File: src/rtl/core/mips_subset_execute_defines.svh
// Assertion macros used by the execute block RTL.
`ifndef MIPS_SUBSET_EXECUTE_DEFINES_SVH
`define MIPS_SUBSET_EXECUTE_DEFINES_SVH

// Condition must hold at every clock edge out of reset.
`define MSE_ASSERT_ALWAYS(label, cond) \
   label: assert property (@(posedge clock) disable iff (reset) (cond)) \
      else $error("mips_subset_execute: check failed");

// Same-cycle implication.
`define MSE_ASSERT_IMPLY(label, ante, cons) \
   label: assert property (@(posedge clock) disable iff (reset) (ante) |-> (cons)) \
      else $error("mips_subset_execute: implication failed");

// Next-cycle implication.
`define MSE_ASSERT_NEXT(label, ante, cons) \
   label: assert property (@(posedge clock) disable iff (reset) (ante) |=> (cons)) \
      else $error("mips_subset_execute: next-cycle check failed");

`endif

File: src/rtl/core/mse_pkg.sv
// Package: widths, opcodes, status codes and result type for the execute block.
`timescale 1ns / 1ps
package mse_pkg;

   localparam int INDEX_WIDTH     = 26;
   localparam int NEXT_INDEX_BITS = 26;
   localparam int DATA_BITS       = 32;
   localparam int INSTR_BITS      = 32;
   localparam int REG_COUNT       = 32;
   localparam int REG_ADDR_BITS   = $clog2(REG_COUNT);
   localparam int SHAMT_BITS      = 5;
   localparam int OPCODE_BITS     = 6;
   localparam int FUNCT_BITS      = 6;
   localparam int IMM_BITS        = 16;

   localparam logic [REG_ADDR_BITS-1:0] LINK_REG = REG_ADDR_BITS'(31);

   localparam logic [OPCODE_BITS-1:0] OP_RTYPE  = 6'h00;
   localparam logic [OPCODE_BITS-1:0] OP_REGIMM = 6'h01;
   localparam logic [OPCODE_BITS-1:0] OP_J      = 6'h02;
   localparam logic [OPCODE_BITS-1:0] OP_JAL    = 6'h03;
   localparam logic [OPCODE_BITS-1:0] OP_BEQ    = 6'h04;
   localparam logic [OPCODE_BITS-1:0] OP_BNE    = 6'h05;
   localparam logic [OPCODE_BITS-1:0] OP_BLEZ   = 6'h06;
   localparam logic [OPCODE_BITS-1:0] OP_BGTZ   = 6'h07;
   localparam logic [OPCODE_BITS-1:0] OP_ADDI   = 6'h08;
   localparam logic [OPCODE_BITS-1:0] OP_ADDIU  = 6'h09;
   localparam logic [OPCODE_BITS-1:0] OP_SLTI   = 6'h0A;
   localparam logic [OPCODE_BITS-1:0] OP_SLTIU  = 6'h0B;

   localparam logic [FUNCT_BITS-1:0] FN_SLL     = 6'h00;
   localparam logic [FUNCT_BITS-1:0] FN_SRL     = 6'h02;
   localparam logic [FUNCT_BITS-1:0] FN_JR      = 6'h08;
   localparam logic [FUNCT_BITS-1:0] FN_SYSCALL = 6'h0C;
   localparam logic [FUNCT_BITS-1:0] FN_ADD     = 6'h20;
   localparam logic [FUNCT_BITS-1:0] FN_ADDU    = 6'h21;
   localparam logic [FUNCT_BITS-1:0] FN_SUB     = 6'h22;
   localparam logic [FUNCT_BITS-1:0] FN_SLT     = 6'h2A;
   localparam logic [FUNCT_BITS-1:0] FN_SLTU    = 6'h2B;

   localparam logic [REG_ADDR_BITS-1:0] RT_BLTZ = REG_ADDR_BITS'(0);
   localparam logic [REG_ADDR_BITS-1:0] RT_BGEZ = REG_ADDR_BITS'(1);

   typedef enum logic [1:0] {
      STATUS_EXECUTED    = 2'd0,
      STATUS_SYSCALL     = 2'd1,
      STATUS_UNSUPPORTED = 2'd2
   } mse_status_type;

   typedef struct packed {
      logic [NEXT_INDEX_BITS-1:0] next_index;
      logic                       write_enable;
      logic [REG_ADDR_BITS-1:0]   write_reg;
      logic [DATA_BITS-1:0]       write_value;
      mse_status_type             status;
   } mse_result_type;

endpackage

File: src/rtl/core/mse_channels.sv
// Valid/ready channel interfaces for instruction requests and execute responses.
`timescale 1ns / 1ps
interface mse_req_if import mse_pkg::*; ();
   logic                  valid;
   logic                  ready;
   logic [INSTR_BITS-1:0] instr_word;

   modport source (output valid, output instr_word, input ready);
   modport sink (input valid, input instr_word, output ready);
endinterface

interface mse_rsp_if import mse_pkg::*; ();
   logic                       valid;
   logic                       ready;
   logic [NEXT_INDEX_BITS-1:0] next_index;
   logic                       write_enable;
   logic [REG_ADDR_BITS-1:0]   write_reg;
   logic [DATA_BITS-1:0]       write_value;
   logic [1:0]                 status;

   modport source (output valid, output next_index, output write_enable,
                   output write_reg, output write_value, output status, input ready);
   modport sink (input valid, input next_index, input write_enable,
                 input write_reg, input write_value, input status, output ready);
endinterface

File: src/rtl/core/mse_regfile.sv
// Register file: 32x32 memory, one write and two registered reads, valid bits for reset.
`timescale 1ns / 1ps
module mse_regfile import mse_pkg::*; (
   input  logic                     clock,
   input  logic                     reset,
   input  logic                     rd_en,
   input  logic [REG_ADDR_BITS-1:0] rd_addr_a,
   input  logic [REG_ADDR_BITS-1:0] rd_addr_b,
   input  logic                     wr_en,
   input  logic [REG_ADDR_BITS-1:0] wr_addr,
   input  logic [DATA_BITS-1:0]     wr_data,
   output logic [DATA_BITS-1:0]     rd_data_a,
   output logic [DATA_BITS-1:0]     rd_data_b
);

   logic [DATA_BITS-1:0] regs_ff [REG_COUNT];
   logic [REG_COUNT-1:0] valid_ff;
   logic [REG_COUNT-1:0] valid_in;
   logic [DATA_BITS-1:0] data_a_ff;
   logic [DATA_BITS-1:0] data_b_ff;
   logic                 ok_a_ff;
   logic                 ok_b_ff;

   always_comb begin
      valid_in = valid_ff;
      if (wr_en) begin
         valid_in[wr_addr] = 1'b1;
      end
   end

   always_ff @(posedge clock) begin
      if (reset) begin
         valid_ff <= '0;
      end else begin
         valid_ff <= valid_in;
      end
   end

   always_ff @(posedge clock) begin
      if (wr_en) begin
         regs_ff[wr_addr] <= wr_data;
      end
   end

   // old data on read-during-write; caller bypasses
   always_ff @(posedge clock) begin
      if (rd_en) begin
         data_a_ff <= regs_ff[rd_addr_a];
         data_b_ff <= regs_ff[rd_addr_b];
         ok_a_ff   <= valid_ff[rd_addr_a];
         ok_b_ff   <= valid_ff[rd_addr_b];
      end
   end

   assign rd_data_a = ok_a_ff ? data_a_ff : '0;
   assign rd_data_b = ok_b_ff ? data_b_ff : '0;

endmodule

File: src/rtl/core/mse_exec.sv
// Execute unit: decodes one instruction and computes next index, write-back and status.
`timescale 1ns / 1ps
module mse_exec import mse_pkg::*; (
   input  logic [INSTR_BITS-1:0]  instr_word,
   input  logic [DATA_BITS-1:0]   op_a,
   input  logic [DATA_BITS-1:0]   op_b,
   input  logic [INDEX_WIDTH-1:0] instr_index,
   output mse_result_type         result
);

   logic [OPCODE_BITS-1:0]   opcode;
   logic [REG_ADDR_BITS-1:0] rt;
   logic [REG_ADDR_BITS-1:0] rd;
   logic [SHAMT_BITS-1:0]    shamt;
   logic [FUNCT_BITS-1:0]    funct;
   logic [DATA_BITS-1:0]     simm;
   logic [INDEX_WIDTH-1:0]   seq_index;
   logic [INDEX_WIDTH-1:0]   branch_tgt;
   logic [INDEX_WIDTH-1:0]   jump_tgt;
   logic [INDEX_WIDTH-1:0]   next_idx;
   logic                     we_raw;
   logic [REG_ADDR_BITS-1:0] wr_raw;
   logic [DATA_BITS-1:0]     wv_raw;
   mse_status_type           status;
   logic                     a_neg;
   logic                     a_zero;

   assign opcode     = instr_word[31:26];
   assign rt         = instr_word[20:16];
   assign rd         = instr_word[15:11];
   assign shamt      = instr_word[10:6];
   assign funct      = instr_word[5:0];
   assign simm       = {{(DATA_BITS-IMM_BITS){instr_word[IMM_BITS-1]}},
                        instr_word[IMM_BITS-1:0]};
   assign seq_index  = instr_index + INDEX_WIDTH'(1);
   assign branch_tgt = simm[INDEX_WIDTH-1:0];
   assign jump_tgt   = instr_word[INDEX_WIDTH-1:0];
   assign a_neg      = op_a[DATA_BITS-1];
   assign a_zero     = (op_a == '0);

   always_comb begin
      we_raw   = 1'b0;
      wr_raw   = rd;
      wv_raw   = '0;
      next_idx = seq_index;
      status   = STATUS_EXECUTED;
      unique case (opcode)
         OP_RTYPE: begin
            unique case (funct)
               FN_ADD, FN_ADDU: begin
                  we_raw = 1'b1;
                  wv_raw = op_a + op_b;
               end
               FN_SUB: begin
                  we_raw = 1'b1;
                  wv_raw = op_a - op_b;
               end
               FN_SLT: begin
                  we_raw = 1'b1;
                  wv_raw = DATA_BITS'($signed(op_a) < $signed(op_b));
               end
               FN_SLTU: begin
                  we_raw = 1'b1;
                  wv_raw = DATA_BITS'(op_a < op_b);
               end
               FN_SLL: begin
                  we_raw = 1'b1;
                  wv_raw = op_b << shamt;
               end
               FN_SRL: begin
                  we_raw = 1'b1;
                  wv_raw = op_b >> shamt;
               end
               FN_JR: begin
                  next_idx = op_a[INDEX_WIDTH-1:0];
               end
               FN_SYSCALL: begin
                  status = STATUS_SYSCALL;
               end
               default: begin
                  status = STATUS_UNSUPPORTED;
               end
            endcase
         end
         OP_J: begin
            next_idx = jump_tgt;
         end
         OP_JAL: begin
            we_raw   = 1'b1;
            wr_raw   = LINK_REG;
            wv_raw   = DATA_BITS'(seq_index);
            next_idx = jump_tgt;
         end
         OP_BEQ: begin
            if (op_a == op_b) begin
               next_idx = branch_tgt;
            end
         end
         OP_BNE: begin
            if (op_a != op_b) begin
               next_idx = branch_tgt;
            end
         end
         OP_BLEZ: begin
            if (a_neg || a_zero) begin
               next_idx = branch_tgt;
            end
         end
         OP_BGTZ: begin
            if (!a_neg && !a_zero) begin
               next_idx = branch_tgt;
            end
         end
         OP_REGIMM: begin
            priority if (rt == RT_BLTZ) begin
               if (a_neg) begin
                  next_idx = branch_tgt;
               end
            end else if (rt == RT_BGEZ) begin
               if (!a_neg) begin
                  next_idx = branch_tgt;
               end
            end else begin
               status = STATUS_UNSUPPORTED;
            end
         end
         OP_ADDI, OP_ADDIU: begin
            we_raw = 1'b1;
            wr_raw = rt;
            wv_raw = op_a + simm;
         end
         OP_SLTI: begin
            we_raw = 1'b1;
            wr_raw = rt;
            wv_raw = DATA_BITS'($signed(op_a) < $signed(simm));
         end
         OP_SLTIU: begin
            we_raw = 1'b1;
            wr_raw = rt;
            wv_raw = DATA_BITS'(op_a < simm);
         end
         default: begin
            status = STATUS_UNSUPPORTED;
         end
      endcase
   end

   // writes to r0 are dropped and reported as no write
   always_comb begin
      result.next_index = NEXT_INDEX_BITS'(next_idx);
      result.status     = status;
      if (we_raw && (wr_raw != '0)) begin
         result.write_enable = 1'b1;
         result.write_reg    = wr_raw;
         result.write_value  = wv_raw;
      end else begin
         result.write_enable = 1'b0;
         result.write_reg    = '0;
         result.write_value  = '0;
      end
   end

endmodule

File: src/rtl/core/mips_subset_execute.sv
// Top level: MIPS integer subset execute block with register file and instruction index.
`timescale 1ns / 1ps
// Executes one 32-bit MIPS instruction per transfer on req_chan and returns one
// response per instruction on rsp_chan: the next instruction index, the register
// write (if any) and a status (executed, syscall seen, unsupported no-op). The
// block holds the 32x32 register file (zero after reset) and the current index.
// Throughput is one instruction per cycle unless rsp_chan stalls; from request
// transfer to response valid, the register file read is registered with the
// instruction, then the execute logic feeds the response register. Back-to-back
// dependent instructions are covered by a bypass from the committing instruction.
// Register file and index are updated when an instruction moves to the response
// register, so state changes stay in instruction order under any stall pattern.
`include "mips_subset_execute_defines.svh"
module mips_subset_execute import mse_pkg::*; (
   input logic       clock,
   input logic       reset,
   mse_req_if.sink   req_chan,
   mse_rsp_if.source rsp_chan
);

   logic                     accept;
   logic                     commit;
   logic                     s1_valid_ff;
   logic                     s1_valid_in;
   logic [INSTR_BITS-1:0]    s1_instr_ff;
   logic                     s1_byp_a_ff;
   logic                     s1_byp_b_ff;
   logic [DATA_BITS-1:0]     s1_byp_val_ff;
   logic                     byp_a_in;
   logic                     byp_b_in;
   logic [INDEX_WIDTH-1:0]   index_ff;
   logic [INDEX_WIDTH-1:0]   index_in;
   logic                     out_valid_ff;
   logic                     out_valid_in;
   mse_result_type           out_res_ff;
   mse_result_type           exec_res;
   logic [DATA_BITS-1:0]     rf_a;
   logic [DATA_BITS-1:0]     rf_b;
   logic [DATA_BITS-1:0]     op_a;
   logic [DATA_BITS-1:0]     op_b;
   logic [REG_ADDR_BITS-1:0] req_rs;
   logic [REG_ADDR_BITS-1:0] req_rt;

   assign commit         = s1_valid_ff && (!out_valid_ff || rsp_chan.ready);
   assign req_chan.ready = !s1_valid_ff || commit;
   assign accept         = req_chan.valid && req_chan.ready;

   assign req_rs = req_chan.instr_word[25:21];
   assign req_rt = req_chan.instr_word[20:16];

   mse_regfile u_regfile (
      .clock     (clock),
      .reset     (reset),
      .rd_en     (accept),
      .rd_addr_a (req_rs),
      .rd_addr_b (req_rt),
      .wr_en     (commit && exec_res.write_enable),
      .wr_addr   (exec_res.write_reg),
      .wr_data   (exec_res.write_value),
      .rd_data_a (rf_a),
      .rd_data_b (rf_b)
   );

   // forward the write retiring in the same cycle as the read
   assign byp_a_in = commit && exec_res.write_enable && (exec_res.write_reg == req_rs);
   assign byp_b_in = commit && exec_res.write_enable && (exec_res.write_reg == req_rt);

   assign op_a = s1_byp_a_ff ? s1_byp_val_ff : rf_a;
   assign op_b = s1_byp_b_ff ? s1_byp_val_ff : rf_b;

   mse_exec u_exec (
      .instr_word  (s1_instr_ff),
      .op_a        (op_a),
      .op_b        (op_b),
      .instr_index (index_ff),
      .result      (exec_res)
   );

   always_comb begin
      s1_valid_in  = s1_valid_ff;
      out_valid_in = out_valid_ff;
      index_in     = index_ff;
      if (commit) begin
         s1_valid_in  = 1'b0;
         out_valid_in = 1'b1;
         index_in     = exec_res.next_index[INDEX_WIDTH-1:0];
      end else if (rsp_chan.ready) begin
         out_valid_in = 1'b0;
      end
      if (accept) begin
         s1_valid_in = 1'b1;
      end
   end

   always_ff @(posedge clock) begin
      if (reset) begin
         s1_valid_ff  <= 1'b0;
         out_valid_ff <= 1'b0;
         index_ff     <= '0;
      end else begin
         s1_valid_ff  <= s1_valid_in;
         out_valid_ff <= out_valid_in;
         index_ff     <= index_in;
      end
   end

   always_ff @(posedge clock) begin
      if (accept) begin
         s1_instr_ff   <= req_chan.instr_word;
         s1_byp_a_ff   <= byp_a_in;
         s1_byp_b_ff   <= byp_b_in;
         s1_byp_val_ff <= exec_res.write_value;
      end
      if (commit) begin
         out_res_ff <= exec_res;
      end
   end

   assign rsp_chan.valid        = out_valid_ff;
   assign rsp_chan.next_index   = out_res_ff.next_index;
   assign rsp_chan.write_enable = out_res_ff.write_enable;
   assign rsp_chan.write_reg    = out_res_ff.write_reg;
   assign rsp_chan.write_value  = out_res_ff.write_value;
   assign rsp_chan.status       = out_res_ff.status;

   `MSE_ASSERT_IMPLY(a_no_write_zeroed, out_valid_ff && !out_res_ff.write_enable, out_res_ff.write_reg == '0 && out_res_ff.write_value == '0)
   `MSE_ASSERT_IMPLY(a_no_r0_write, commit && exec_res.write_enable, exec_res.write_reg != '0)
   `MSE_ASSERT_NEXT(a_index_tracks_rsp, commit, out_valid_ff && index_ff == out_res_ff.next_index[INDEX_WIDTH-1:0])
   `MSE_ASSERT_IMPLY(a_status_no_write, out_valid_ff && out_res_ff.status != STATUS_EXECUTED, !out_res_ff.write_enable)

endmodule

File: src/flat_wrapper.sv
// flat-port wrapper written by rule: the top's interface ports become plain ports
module mips_subset_execute_flat import mse_pkg::*;
  (clock, reset, req_chan_valid, req_chan_instr_word, req_chan_ready, rsp_chan_valid, rsp_chan_next_index, rsp_chan_write_enable, rsp_chan_write_reg, rsp_chan_write_value, rsp_chan_status, rsp_chan_ready);
  mse_req_if req_chan_i ();
  mse_rsp_if rsp_chan_i ();
  input logic clock;
  input logic reset;
  input wire logic [$bits(req_chan_i.valid)-1:0] req_chan_valid;
  input wire logic [$bits(req_chan_i.instr_word)-1:0] req_chan_instr_word;
  output wire logic [$bits(req_chan_i.ready)-1:0] req_chan_ready;
  output wire logic [$bits(rsp_chan_i.valid)-1:0] rsp_chan_valid;
  output wire logic [$bits(rsp_chan_i.next_index)-1:0] rsp_chan_next_index;
  output wire logic [$bits(rsp_chan_i.write_enable)-1:0] rsp_chan_write_enable;
  output wire logic [$bits(rsp_chan_i.write_reg)-1:0] rsp_chan_write_reg;
  output wire logic [$bits(rsp_chan_i.write_value)-1:0] rsp_chan_write_value;
  output wire logic [$bits(rsp_chan_i.status)-1:0] rsp_chan_status;
  input wire logic [$bits(rsp_chan_i.ready)-1:0] rsp_chan_ready;
  assign req_chan_i.valid = req_chan_valid;
  assign req_chan_i.instr_word = req_chan_instr_word;
  assign req_chan_ready = req_chan_i.ready;
  assign rsp_chan_valid = rsp_chan_i.valid;
  assign rsp_chan_next_index = rsp_chan_i.next_index;
  assign rsp_chan_write_enable = rsp_chan_i.write_enable;
  assign rsp_chan_write_reg = rsp_chan_i.write_reg;
  assign rsp_chan_write_value = rsp_chan_i.write_value;
  assign rsp_chan_status = rsp_chan_i.status;
  assign rsp_chan_i.ready = rsp_chan_ready;
  mips_subset_execute u_core (.clock(clock), .reset(reset), .req_chan(req_chan_i), .rsp_chan(rsp_chan_i));
endmodule
File: config.mk
export PLATFORM = sky130hd
export DESIGN_NAME = mips_subset_execute_flat
export DESIGN_NICKNAME = d
export VERILOG_FILES = /design/src/rtl/core/mse_pkg.sv /design/src/rtl/core/mse_channels.sv /design/src/rtl/core/mse_regfile.sv /design/src/rtl/core/mse_exec.sv /design/src/rtl/core/mips_subset_execute.sv /design/src/flat_wrapper.sv
export VERILOG_INCLUDE_DIRS = /design/src /design/src/rtl/core
export SDC_FILE = /design/constraint.sdc
export NUM_CORES = 2
export LEC_CHECK = 0
export ABC_CLOCK_PERIOD_IN_PS = 10000
export BUFFER_PORTS_ARGS = -buffer_cell sky130_fd_sc_hd__clkbuf_2
export CAP_MARGIN = 20
export CORE_MARGIN = 5
export CORE_UTILIZATION = 65
export CTS_BUF_LIST = sky130_fd_sc_hd__clkbuf_16
export DETAILED_ROUTE_END_ITERATION = 10
export MAX_ROUTING_LAYER = met4
export PLACE_DENSITY = 0.82
export REMOVE_ABC_BUFFERS = 1
export SLEW_MARGIN = 20
export SYNTH_ARGS = -nofsm -noshare
export SYNTH_HDL_FRONTEND = slang
export SYNTH_HIERARCHICAL = 1
export SYNTH_SLANG_ARGS = --single-unit
File: constraint.sdc
create_clock -name clock -period 10 [get_ports clock]
set_clock_uncertainty 0.1 [all_clocks]
set_input_delay 1 -clock clock [delete_from_list [all_inputs] [get_ports clock]]
set_output_delay 1 -clock clock [all_outputs]
set_load 0.01 [all_outputs]
---- Word level (Yosys, flattened, before mapping) ----
Memory sizes are Yosys's and may differ from the RTL's. A register that Yosys moved wholly into a read port is not among the register bits.
Cells that the tools add are included.
storage, ports and cells
  bits in registers ....................... 194
  memory bits (writable) .................. 1024
  bits of input ports ..................... 36
  output and inout port bits .............. 68
  word-level logic and storage cells ...... 121
  memories ................................ 1
cells by class
  add/sub/neg operators ................... 4
  $lt $le $gt $ge ......................... 8
  equal/unequal tests ..................... 24
  shift operators ......................... 2
  muxes and demuxes ....................... 36
  bitwise logic cells ..................... 1
  reductions and logical operators ........ 30
memories
  name                      depth  width  rd ports  clocked after Yosys merged registers in  write ports  RTL line           source
  u_core.u_regfile.regs_ff  32     32     2         2                                        1            mse_regfile.sv:16  logic [DATA_BITS-1:0] regs_ff [REG_COUNT];
operator list
  kind                   number
  $mux 26                9
  $pmux 32 s6            1
  $pmux 26 s7            1
  $pmux 32 s5            1
  $mux 32                4
  $lt 32x32->1           3
  $add 32x32->32         2
  $mux 38                1
  $eq 6x4->1 const B     6
  $eq 32x32->1           1
  $logic_not 32->1       1
  $lt 32x16->1           1
  $ne 32x32->1           1
  $or 32x32->32          1
  $shl 32x5->32          1
  $shr 32x5->32          1
  $sub 32x32->32         1
  $eq 6x6->1 const B     5
  $add 26x1->26 const B  1
  $eq 6x3->1 const B     4
  $eq 6x2->1 const B     3
  $lt 5x6->1 const B     3
  $logic_not 6->1        2
  $bmux 1 s5             2
  23 further kinds       49

---- Depth between registers and ports, before layout ----
  word-level depth ........................ 11
  mapped depth ............................ 18
  gate-level depth less buffers ........... 15

---- Modules after synthesis ----
Netlist, hierarchy kept.
by module, submodules not included
  module               times used  cells an instance  area each (um2)  sequential area each (um2)
  mse_regfile          1           3633               52412.8          33372.0
  mse_exec             1           1800               12400.6          0.0
  mips_subset_execute  1           349                6040.8           4524.3

---- Worst setup path before layout ----
No wires, ideal clock.
  path type ............................... input -> register
  start point ............................. input rsp_chan_ready
  end point ............................... register u_core.s1_byp_a_ff (enable)
  setup time .............................. 0.508 ns
  data arrival time ....................... 4.498 ns
  required time ........................... 9.392 ns
  slack ................................... 4.895 ns
  stages on the path ...................... 4
  path buffers ............................ 1
  cell sequence ........................... and2b_1 -> buf_6 -> nand2_1 -> and2_1
on the way
  word-level cells in the longest chain between the ends .. 4
RTL lines
  item                  RTL line                    source
  from (decl)           flat_wrapper.sv:17          input wire logic [$bits(rsp_chan_i.ready)-1:0] rsp_chan_ready;
  $logic_or 1x1->1      mips_subset_execute.sv:44   assign commit = s1_valid_ff && (!out_valid_ff || rsp_chan.ready);
  $logic_and 1x1->1     mips_subset_execute.sv:44
  $logic_or 1x1->1      mips_subset_execute.sv:45   assign req_chan.ready = !s1_valid_ff || commit;
  net req_chan_ready    flat_wrapper.sv:10          output wire logic [$bits(req_chan_i.ready)-1:0] req_chan_ready;
  $logic_and 1x1->1     mips_subset_execute.sv:46   assign accept = req_chan.valid && req_chan.ready;
  net u_core.accept     mips_subset_execute.sv:21   logic accept;
  to (signal assigned)  mips_subset_execute.sv:110  s1_byp_a_ff <= byp_a_in;
  to (decl)             mips_subset_execute.sv:26   logic s1_byp_a_ff;
The timed path passes the listed nets, and every way through them passes these cells.
A chain may end at the register's enable or synchronous reset.

==> flow_summary_export.csv <==
group,metric,value,unit
status,status,"complete, no violations",
timing,rsz0062_at_grt,"false",
worst_setup_path,r2r-start,"u_core/s1_instr_ff[1]$_DFFE_PP_",
routing,via_count,55400,
timing,tightest_slew,1.14,ns
cells_and_area,area_delta_synth_final,8.35,%
global_route,grt_max_degree,129,
floorplanning,initial_core_util,65.3,%
clock_network,cts_tree,"done",
timing,finalSetupViolCount,0,
logic_synthesis,synth_edf_count,1222,
min_path,min_to,"u_core/s1_instr_ff[15]$_DFFE_PP_",
min_path,hp-start,"req_chan_instr_word[15]",
worst_setup_path,critPathKind,"reg -> reg",
worst_setup_path,cp_num_cells,9,
timing,slew_violations,0,
routing,vias_per_cell,7.62,
cells_and_area,regMostFlops,"u_core/u_regfile/regs_ff",
timing,setup-tns-final,0,ns
floorplanning,die_x,340,um
clock_network,h-tree-depth,4,
clock_network,ctsHoldBuffers,0,
floorplanning,top_level_ports,104,
place,dp_hpwl,163000,um
clock_network,post-cts-setup-buffers,0,
logic_synthesis,yosysUniqueCellTypes,104,
routing,wl_per_cell,36.6,um
routing,drtIter0Drc,9260,
timing,hold_viol_final,0,
worst_setup_path,worstReg2RegEnd,"u_core/u_regfile/regs_ff[2][9]$_DFFE_PP_",
clock_network,cts_resized,0,
place,place_area,72500,um^2
logic_synthesis,ys.flop_type,"edfxtp_1",
timing,period_needed,6.34,ns
cells_and_area,finalInstanceArea,76800,um^2
global_route,top_usage_layer,"met2",
floorplanning,die_area,116000,um^2
global_route,met2_usage,65.2,%
worst_setup_path,arrival,6.62,ns
timing,period_share,63.4,%
power,power,0.0124,W
global_route,grt_overflow,0,
floorplanning,rows,121,
clock_network,cts_made_buffers,131,
min_path,min_path_cells,1,
logic_synthesis,synth-seq-cells,1282,
worst_setup_path,path_common_cell,"buf_4",
cells_and_area,drive_above_1_share,12.1,%
global_route,gr-usage-all-layers,46.1,%
power,ir_drop,0.228,mV
global_route,use_met1,59.7,%
worst_setup_path,start_kind,"flip-flop",
worst_setup_path,cp.required,10.28,ns
worst_setup_path,cp_top_family,"simple AND/OR/NAND/NOR gates",
cells_and_area,fin_nets,5911,
worst_setup_path,cp_slowest_cell,"nor3_1",
clock_network,cts.clk_slew.worst_paths,0.06,ns
global_route,met3_usage,13.5,%
cells_and_area,instances_no_fill,7269,
logic_synthesis,avgSynthCellArea,12.3,um^2
clock_network,worstSkewPairLatency,0.78,ns
worst_setup_path,end_kind,"flip-flop",
cells_and_area,largest_reg_flops,1024,
worst_setup_path,slowest_delay,0.90,ns
worst_setup_path,critPathBufInv,3,
floorplanning,core,109000,um^2
routing,routed_wl,266000,um
routing,first_pass_iters,8,
logic_synthesis,syn_area,70900,um^2
clock_network,clock-sinks,1282,
worst_setup_path,cp_cell_sequence,"inv_1 > nor3_1 > o211a_1 > buf_4 > o31ai_4 > a31oi_1 > nand3b_1 > nor2_4 > buf_4",
run,max-cap-violations,0,
logic_synthesis,ys_warn_count,6,
worst_setup_path,worstPathMaxFanout,27,
place,portBuffers,103,
place,dp_cells,7025,
clock_network,cts_buffer_depth,3,
worst_setup_path,r2r_cells,9,
routing,ant_nets,0,
clock_network,clockRootBuffer,"clkbuf_16",
power,power.density,161,nW/um^2
logic_synthesis,syn_inst,5782,
logic_synthesis,async_flop_share,0,%
min_path,hp-class,"in -> reg",
place,finalWeightedCongestion,1.10,
floorplanning,die_h,340,um
global_route,grt_pass1_wl,374000,um
global_route,antenna_found_initial,17,
cells_and_area,fillerInstances,7327,
worst_setup_path,reg2reg_setup_slack,3.66,ns
logic_synthesis,ys_seq_area_share,53.5,%
power,power.leakage,28.4,nW
routing,post-route-drc-count,0,
timing,slew-limit-headroom,24.3,%
timing,fmax,158,MHz
global_route,grt_pass1_vias,53000,
==> kinds of logic (layout without fill, tap and decap cells) <==
kind of cell / count (synthesis) / in the layout / synth area share [%]
AO/OA/AOI/OAI: 1236 / 1236 / 12.1
adder cells (fa/ha/maj): 130 / 130 / 2.33
multiplexers: 1224 / 1224 / 18.4
XOR/XNOR: 81 / 81 / 1.00
other: 0 / 9 / 0
buffers and inverters: 528 / 592 / 3.81
flip-flops: 1282 / 1282 / 53.5
AND/OR/NAND/NOR: 1301 / 1301 / 8.92
==> power by group <==
group	switching, W	total (W)	internal (W)
logic	0.00110	0.00164	0.000541
registers	0.0000545	0.00594	0.00588
clock network	0.00217	0.00480	0.00264
==> cell usage after synthesis (10+ instances only) <==
master    instances  area share [%]
inv_1           109            0.58
buf_1            19            0.10
xor2_1           28            0.35
nand3_1         300             2.1
nor4_1           34            0.30
nor2_1          332             1.8
a21o_1           22            0.23
buf_6            29            0.46
nor2b_1          31            0.27
edfxtp_1       1222              52
mux2i_1        1099              16
and2_1           78            0.69
dfxtp_1          60             1.7
o21ai_2          12            0.15
or3_1            17            0.15
a22oi_1         359             3.8
a21oi_2          13            0.16
mux2_2           67             1.1
buf_2           127            0.90
o21ai_1          15            0.11
a211oi_1         25            0.26
clkbuf_1        153            0.81
o221ai_1         12            0.15
and3_1           10           0.088
o22ai_1          29            0.26
nand2b_1         28            0.25
nor3_1           77            0.54
a31oi_1          58            0.51
nand4_1          55            0.49
buf_4            71            0.75
mux4_2           54             1.7
a21oi_1         296             2.1
ha_1            127             2.2
a22o_1           68            0.84
nand2_1         274             1.5
o211ai_1         27            0.29
a221oi_1         25            0.31
o21a_1           11            0.12
o21bai_1         23            0.24
o31ai_1          14            0.15
o21ai_0         110            0.78
xnor2_1          53            0.66
a221o_1          18            0.25
==> metrics by stage <==
step	utilization (%)	setup WS [ns]	hold WS [ns]
2_1_floorplan	-	3.57	0.353
6_report	70.7	3.66	0.300
3_5_place_dp	66.8	3.69	0.385
3_3_place_gp	66.8	3.87	0.369
4_1_cts	70.7	3.67	0.268
5_1_grt	70.7	3.65	0.291
==> worst reg2reg max path, stage by stage (launching register included) <==
cell and delay [ns]:
edfxtp_1 0.76, inv_1 0.26, nor3_1 0.90, o211a_1 0.23
buf_4 0.32, o31ai_4 0.15, a31oi_1 0.70, nand3b_1 0.86
nor2_4 0.76, buf_4 0.72
==> per-layer routing <==
layer	up-vias	wire [um]	part of all wire, %
met3	1078	39500	15
met2	5027	114000	43
met5	-	0	0
li1	22400	-	-
met4	0	18700	7.0
met1	26900	94200	35
==> cell type report <==
| cell class | count | area [um^2] | area share [%] |
|---|---|---|---|
| sequential | 1282 | 37900 | 49.4 |
| multi-input combinational | 3972 | 30700 | 40.0 |
| timing repair buffer | 244 | 1710 | 2.23 |
| clock inverter | 103 | 927 | 1.21 |
| clock buffer | 131 | 3280 | 4.27 |
| tap | 1414 | 1770 | 2.30 |
| inverter | 114 | 430 | 0.561 |
| antenna | 9 | 22.5 | 0.0293 |
==> worst max-delay path by stage <==
stage	startpoint	end	slack, ns
2_1_floorplan	req_chan_instr_word[23]	u_core/u_regfile/data_a_ff[30]$_DFFE_PP_	3.57
3_3_place_gp	u_core/s1_byp_a_ff$_DFFE_PP_	u_core/u_regfile/regs_ff[29][16]$_DFFE_PP_	3.87
3_5_place_dp	u_core/s1_byp_a_ff$_DFFE_PP_	u_core/u_regfile/regs_ff[7][16]$_DFFE_PP_	3.69
4_1_cts	u_core/s1_byp_a_ff$_DFFE_PP_	u_core/u_regfile/regs_ff[5][16]$_DFFE_PP_	3.67
5_1_grt	u_core/s1_byp_a_ff$_DFFE_PP_	u_core/u_regfile/regs_ff[1][24]$_DFFE_PP_	3.65
6_report	u_core/s1_instr_ff[1]$_DFFE_PP_	u_core/u_regfile/regs_ff[2][9]$_DFFE_PP_	3.66
==> placed cells by master, fill, tap and decap left out, types with 55 or more instances in the layout <==
cell type and instances:
a22oi_1 359, mux2i_1 1099, ha_1 127, a22o_1 68, nand4_1 55, edfxtp_1 1222, and2_1 74, a31oi_1 58
dfxtp_1 60, nand2_1 273, mux2_2 67, nor2_1 289, clkbuf_16 131, nor3_1 77, clkbuf_2 101, buf_4 131
inv_1 136, o21ai_0 110, nand3_1 298, a21oi_1 288
(Power assumes the default switching activity.)
